==> src/rtl/tlsf_pkg.sv <==
`timescale 1ns / 1ps

package tlsf_pkg;

	localparam int TLSF_MAX_FRAMES = 32;

	localparam int FRAME_W = 5;
	localparam int VAL_W   = 16;
	localparam int IDX_W   = 2;
	localparam int CNT_W   = 6;
	localparam int SY_W    = 22;
	localparam int SXY_W   = 27;
	localparam int SX_W    = 10;
	localparam int NSXY_W  = 32;
	localparam int D_W     = 17;
	localparam int Q_W     = 22;
	localparam int SYD_W   = 39;
	localparam int N_W     = 34;
	localparam int TM_W    = 12;
	localparam int P_W     = 48;
	localparam int MQ_W    = 38;
	localparam int REM_W   = 40;

	localparam int DIV_STEPS = VAL_W;
	localparam int DTAB_N    = 33;

	typedef enum logic [IDX_W-1:0] {
		REG_FIRST  = 2'd0,
		REG_LAST   = 2'd1,
		REG_TARGET = 2'd2,
		REG_MAX    = 2'd3
	} cfg_reg_t;

	typedef struct packed {
		logic acc;
		logic clr;
		logic st_a;
		logic st_b;
		logic st_c;
		logic st_d;
		logic div_step;
		logic load_out;
	} tlsf_cmd_t;

	typedef struct packed {
		logic last;
		logic need_div;
	} tlsf_stat_t;

	typedef logic [D_W-1:0] dtab_t [DTAB_N];

	// n*Sxx - Sx*Sx over n consecutive indices, independent of the start index
	function automatic dtab_t build_dtab();
		dtab_t t;
		for (int k = 0; k < DTAB_N; k++) begin
			t[k] = D_W'((k * k * (k * k - 1)) / 12);
		end
		return t;
	endfunction

	localparam dtab_t D_TABLE = build_dtab();

endpackage

==> src/rtl/tlsf_ctrl.sv <==
`timescale 1ns / 1ps

module tlsf_ctrl (
	input  logic                   clk,
	input  logic                   arst_n,
	input  logic                   in_valid,
	output logic                   in_ready,
	output logic                   out_valid,
	input  logic                   out_ready,
	output tlsf_pkg::tlsf_cmd_t    cmd,
	input  tlsf_pkg::tlsf_stat_t   stat
);
	import tlsf_pkg::*;

	localparam int DC_W = $clog2(DIV_STEPS);
	localparam logic [DC_W-1:0] DIV_LAST = DC_W'(DIV_STEPS - 1);

	typedef enum logic [2:0] {
		S_ACC, S_A, S_B, S_C, S_D, S_DIV, S_DONE
	} state_t;

	state_t           state_q;
	logic [DC_W-1:0]  div_cnt_q;
	logic             out_valid_q;

	assign in_ready  = (state_q == S_ACC);
	assign out_valid = out_valid_q;

	always_comb begin
		cmd          = '0;
		cmd.acc      = in_valid && in_ready;
		cmd.st_a     = (state_q == S_A);
		cmd.st_b     = (state_q == S_B);
		cmd.st_c     = (state_q == S_C);
		cmd.st_d     = (state_q == S_D);
		cmd.div_step = (state_q == S_DIV);
		cmd.load_out = (state_q == S_DONE) && (!out_valid_q || out_ready);
		cmd.clr      = cmd.load_out;
	end

	always_ff @(posedge clk or negedge arst_n) begin
		if (!arst_n) begin
			state_q     <= S_ACC;
			div_cnt_q   <= '0;
			out_valid_q <= 1'b0;
		end else begin
			if (cmd.load_out)
				out_valid_q <= 1'b1;
			else if (out_ready)
				out_valid_q <= 1'b0;
			case (state_q)
				S_ACC: begin
					if (cmd.acc && stat.last)
						state_q <= S_A;
				end
				S_A: state_q <= S_B;
				S_B: state_q <= S_C;
				S_C: state_q <= S_D;
				S_D: begin
					div_cnt_q <= '0;
					state_q   <= stat.need_div ? S_DIV : S_DONE;
				end
				S_DIV: begin
					div_cnt_q <= div_cnt_q + DC_W'(1);
					if (div_cnt_q == DIV_LAST)
						state_q <= S_DONE;
				end
				S_DONE: begin
					if (cmd.load_out)
						state_q <= S_ACC;
				end
				default: state_q <= S_ACC;
			endcase
		end
	end

	a_div_len: assert property (@(posedge clk) disable iff (!arst_n)
		(state_q == S_DIV && div_cnt_q == DIV_LAST) |=> (state_q == S_DONE))
		else $error("divider ran past its step count");

	a_last_stalls: assert property (@(posedge clk) disable iff (!arst_n)
		(cmd.acc && stat.last) |=> !in_ready)
		else $error("input taken while a fit is pending");

	a_out_src: assert property (@(posedge clk) disable iff (!arst_n)
		$rose(out_valid_q) |-> ($past(state_q) == S_DONE))
		else $error("result raised outside completion");

endmodule

==> config.mk <==
export PLATFORM = sky130hd
export DESIGN_NAME = tlsf_ctrl
export DESIGN_NICKNAME = d
export VERILOG_FILES = /design/src/rtl/tlsf_pkg.sv /design/src/rtl/tlsf_ctrl.sv
export SDC_FILE = /design/constraint.sdc
export NUM_CORES = 1
export LEC_CHECK = 0
export BUFFER_PORTS_ARGS = -buffer_cell sky130_fd_sc_hd__buf_2
export CORE_MARGIN = 4
export CORE_UTILIZATION = 25
export CTS_CLUSTER_SIZE = 16
export DETAILED_ROUTE_END_ITERATION = 12
export PLACE_DENSITY = 0.49
export SYNTH_ARGS = -nofsm -noshare
export SYNTH_HDL_FRONTEND = slang
export SYNTH_SLANG_ARGS = --single-unit
==> constraint.sdc <==
create_clock -name clk -period 3.1 [get_ports clk]
set_clock_uncertainty 0.1 [all_clocks]
set_input_delay 0 -clock clk [delete_from_list [all_inputs] [get_ports clk]]
set_output_delay 0 -clock clk [all_outputs]
set_load 0.01 [all_outputs]
; Yosys cells after proc, flatten, opt, wreduce, memory -nomap -nowiden
; Cells that the tools add are included.
[totals]
latchBits = 0
out_inout_bits = 10
ramBits = 0
inputBits = 6
register_bits = 8
mem_count = 0
rom_bits = 0
[op_classes]
mux = 8
eq_ne = 10
bitwise = 0
order_cmp = 0
n_addsub = 1
n_mul = 0
n_reduce_logical = 9
n_shift = 0
div_mod_pow = 0
[op_table]
columns = operator, count
row1 = $pmux 3 s7, 1
row2 = $eq 3x3->1 const B, 3
row3 = $mux 3, 3
row4 = $pmux 4 s2, 1
row5 = $eq 3x2->1 const B, 2
row6 = $add 4x1->4 const B, 1
row7 = $eq 4x4->1 const B, 1
row8 = $ne 2x1->1 const B, 2
row9 = $reduce_bool 2->1, 2
row10 = $eq 3x1->1 const B, 1
row11 = $logic_and 1x1->1, 3
row12 = $logic_not 3->1, 1
row13 = $reduce_and 3->1, 1
row14 = $mux 1, 2
row15 = $mux 2, 1
row16 = $ne 2x2->1 const B, 1
row17 = $logic_not 1->1, 1
row18 = $logic_or 1x1->1, 1

; Longest topological paths before layout
[logic_depth]
depth_word = 5
ltp_mapped = 5
depth_no_buf = 4

; Worst setup path after synthesis
; No wires, ideal clock.
[synth_timing]
path_kind = register to register
startpoint = register state_q[1]
endpoint = register div_cnt_q[3]
setup_slack_ns = 1.785
required_time_ns = 2.931
t_arrival_ns = 1.146
n_path_buf = 1
setup_ns = 0.069
stages_incl_launch_ff = 5
cell_sequence = dfrtp_1 -> nand2b_1 -> buf_6 -> or4_1 -> nand3_1
[synth_via]
elab_chain_len = 2
[synth_rtl]
columns = element, line
row1 = start: declaration, tlsf_ctrl.sv:22  ; state_t state_q;
row2 = start signal: assignment, tlsf_ctrl.sv:61  ; state_q <= stat.need_div ? S_DIV : S_DONE;
row3 = $eq 3x3->1, tlsf_ctrl.sv:51  ; case (state_q)
row4 = $pmux 4 s2 or $reduce_bool 2->1 (tied branches), --
row5 = end signal: assignment, tlsf_ctrl.sv:64  ; div_cnt_q <= div_cnt_q + DC_W'(1);
row6 = end: declaration, tlsf_ctrl.sv:23  ; logic [DC_W-1:0] div_cnt_q;
; Several ways; a longest one is shown, not always the timed one.
; A chain may end at the register's enable or synchronous reset.

; Worst setup path in the final report
[layout_timing]
startpoint = register state_q[1]
endpoint = register state_q[0]
[layout_via]
elab_chain_len = 5
[layout_rtl]
columns = element, line
row1 = $logic_not 3->1, "tlsf_ctrl.sv:26, tlsf_ctrl.sv:51"
row2 = $logic_and 1x1->1, tlsf_ctrl.sv:31  ; cmd.acc = in_valid && in_ready;
row3 = $logic_and 1x1->1, tlsf_ctrl.sv:53  ; if (cmd.acc && stat.last)
row4 = $ne 2x1->1 (no source line), --
row5 = $reduce_and 3->1 (no source line), --
; Several ways; a longest one is shown, not always the timed one.

==> metrics.md <==
| Metric | Value |
|---|---|
| Inserted Clock Buffers | 3 |
| Worst EP required | 3.16 ns |
| Port Buffers | 15 |
| DRC viols | 0 |
| Root Buffer | clkbuf_4 |
| Setup Fix Bufs, Post-CTS | 0 |
| Clock Tree Buf Depth | 2 |
| Initial core utilization | 26.67% |
| Die height | 51.15 um |
| Slew Limit Fails | 0 |
| DRT Pass-1 Iters | 4 |
| CTS tree | yes |
| Final Hold Fails | 0 |
| CORE AREA | 1745 um^2 |
| GRT Overall Usage | 8.890% |
| IO Pins | 16 |
| RSZ-0062 raised after global routing | false |
| Status | finished clean |
| Syn Nets | 60 |
| Fin util | 34.27% |
| WL final | 1034 um |
| Vias | 416 |
| Drt initial violations | 9 |
| Synthesized cell area | 465.4 um^2 |
| Final setup TNS | 0 ns |
| WHS | 0.01289 ns |
| # diodes | 0 |
| Initial antenna violation count | 0 |
| Die area | 2616 um^2 |
| WS Path Type | flop to flop |
| VDD IR max | 297.2 uV |
| Synthesis-to-finish area growth | 28.49% |
| Worst-path clk slew | 0.06 ns |
| Post-synthesis sequential area ratio | 43.01% |
| Largest net degree at the start of global routing | 12 |
| Number of global-route vias before repair | 368 |
| # setup viols final | 0 |
| Seq cells post-synth | 8 |
| Clock Sinks | 8 |
| Syn Area/Cell | 8.782 um^2 |
| Min Tclk post-route | 1.584 ns |
| Worst skew pair latency | 0.26 ns |
| Synthesized instance count | 53 |
| Critical path arrival | 1.64 ns |
| Final #Nets | 79 |
| Static Leak | 0.3047 nW |
| CP Capture Type | flop |
| Die W | 51.15 um |
| Routed len/inst | 10.88 um |
| Vias per cell | 4.379 |
| Hpwl dp | 779.1 um |
| Worst-path maximum fanout | 11 |
| Tcrit/Tclk final | 51.09% |
| PD cells | 903.6 nW/um^2 |
| Slew Limit Headroom | 76.76% |
| H-Tree Depth | 1 |
| Worst Hold Class | input pin to asynchronous set/reset pin |
| Fmax | 631.4 MHz |
| Worst-Margin Slew | 0.3486 ns |
| Critical Path Start Type | flop |
| ANT nets after route | 0 |
| Total of warnings raised by yosys | 0 |
| Number of library cell types mapped by synthesis | 23 |
| First-pass GRT wire length | 1642 um |
| Hold_buf cts | 4 |
| Row count | 15 |
| GRT overflow | 0 |
| Final Cell Area | 598.1 um^2 |
| Max_cap viols | 0 |
| Routability cong. | 0.7406 |
| CTS resizes | 0 |
| Placed instance area | 535.5 um^2 |
| Share of cells above drive strength 1 | 30.00% |
[metrics by stage]
| step | setup WS [ns] | cells | total power [W] |
|---|---|---|---|
| floorplan | 1.785 | 53 | 0.0003942 |
| global placement | 1.595 | 88 | 0.0004526 |
| CTS | 1.527 | 95 | 0.0005468 |
| global route | 1.452 | 95 | 0.0005897 |
| finish | 1.516 | 95 | 0.0005404 |
| detailed placement | 1.551 | 88 | 0.0004524 |
[synthesized netlist by cell type]
master	number	area share, %
mux2i_1	2	4.3
a21oi_1	2	2.2
buf_6	1	2.4
nand3_1	5	5.4
dfrtp_1	8	43
nor3b_1	1	1.6
o21ai_1	1	1.1
nand2_1	6	4.8
inv_2	2	1.6
o211a_1	1	2.2
ha_1	1	2.7
nor3_1	2	2.2
buf_4	2	3.2
nor2_1	5	4.0
a21o_1	1	1.6
o32ai_1	1	1.9
o21ai_0	4	4.3
mux2_2	1	2.4
nand2b_1	2	2.7
and2_1	1	1.3
or4_1	1	1.6
and3_1	1	1.3
buf_2	2	2.2
[final timing paths]
| path | from | end | slack (ns) | cells after the start |
|---|---|---|---|---|
| worst max-delay path | state_q[1] | state_q[0] | 1.52 | 3 |
| worst max register to register | state_q[1] | state_q[0] | 1.52 | 3 |
| min in group clk | out_ready | out_valid | 0.01 | 3 |
| worst min-delay path | arst_n | state_q[0] | 0.01 | 2 |
| max in group asynchronous | arst_n | div_cnt_q[0] | 2.70 | 2 |
| worst min register to register | div_cnt_q[3] | div_cnt_q[3] | 0.44 | 2 |
[final cells by class]
cell class                      instances  area (um^2)
Multi-Input combinational cell         38        221.5
Fill cell                             185         1147
Clock buffer                            3        22.52
Sequential cell                         8        200.2
Timing Repair Buffer                   19        115.1
Tap cell                               25        31.28
Inverter                                2        7.507
[placed cells by master (no fill, tap or decap), drive strengths merged, types with 2 or more instances in the layout]
| master | Yosys | final |
|---|---|---|
| nand2b | 2 | 2 |
| mux2i | 2 | 2 |
| nand2 | 6 | 6 |
| buf | 5 | 15 |
| nand3 | 5 | 5 |
| dfrtp | 8 | 8 |
| inv | 2 | 2 |
| clkbuf | 0 | 3 |
| nor2 | 5 | 5 |
| a21oi | 2 | 2 |
| nor3 | 2 | 2 |
| dlygate4sd3 | 0 | 4 |
| o21ai | 5 | 5 |
[sequential cells by signal, indices dropped and copies added, names as in the netlist]
signal,count
out_valid,1
div_cnt_q,4
state_q,3
[report_power, final]
| group | internal (W) | total [W] | switching [W] |
|---|---|---|---|
| logic | 0.000115 | 0.000239 | 0.000123 |
| clock network | 0.0000445 | 0.0000827 | 0.0000382 |
| registers | 0.000148 | 0.000219 | 0.0000709 |
[metal layers]
metal / GRT usage [%] / wire [um]
met2: 12.45 / 434
met4: 2.691 / 12
met1: 10.95 / 500
met5: 0 / 0
met3: 5.831 / 86
[kinds of logic (layout without fill, tap and decap cells)]
group | count (synthesis) | in the layout | synth area share (%)
simple gates | 24 | 24 | 25.00
mux | 3 | 3 | 6.720
fa+ha+maj | 1 | 1 | 2.688
buf+inv | 7 | 24 | 9.408
compound gates | 10 | 10 | 13.17
flops | 8 | 8 | 43.01
[critical path, stage by stage (launching register included)]
cell           delay [ns]
dfrtp_1              0.51
a21oi_1              0.06
dlygate4sd3_1        0.56
o32ai_1              0.24
No activity file was read; power rests on OpenSTA's default activity.
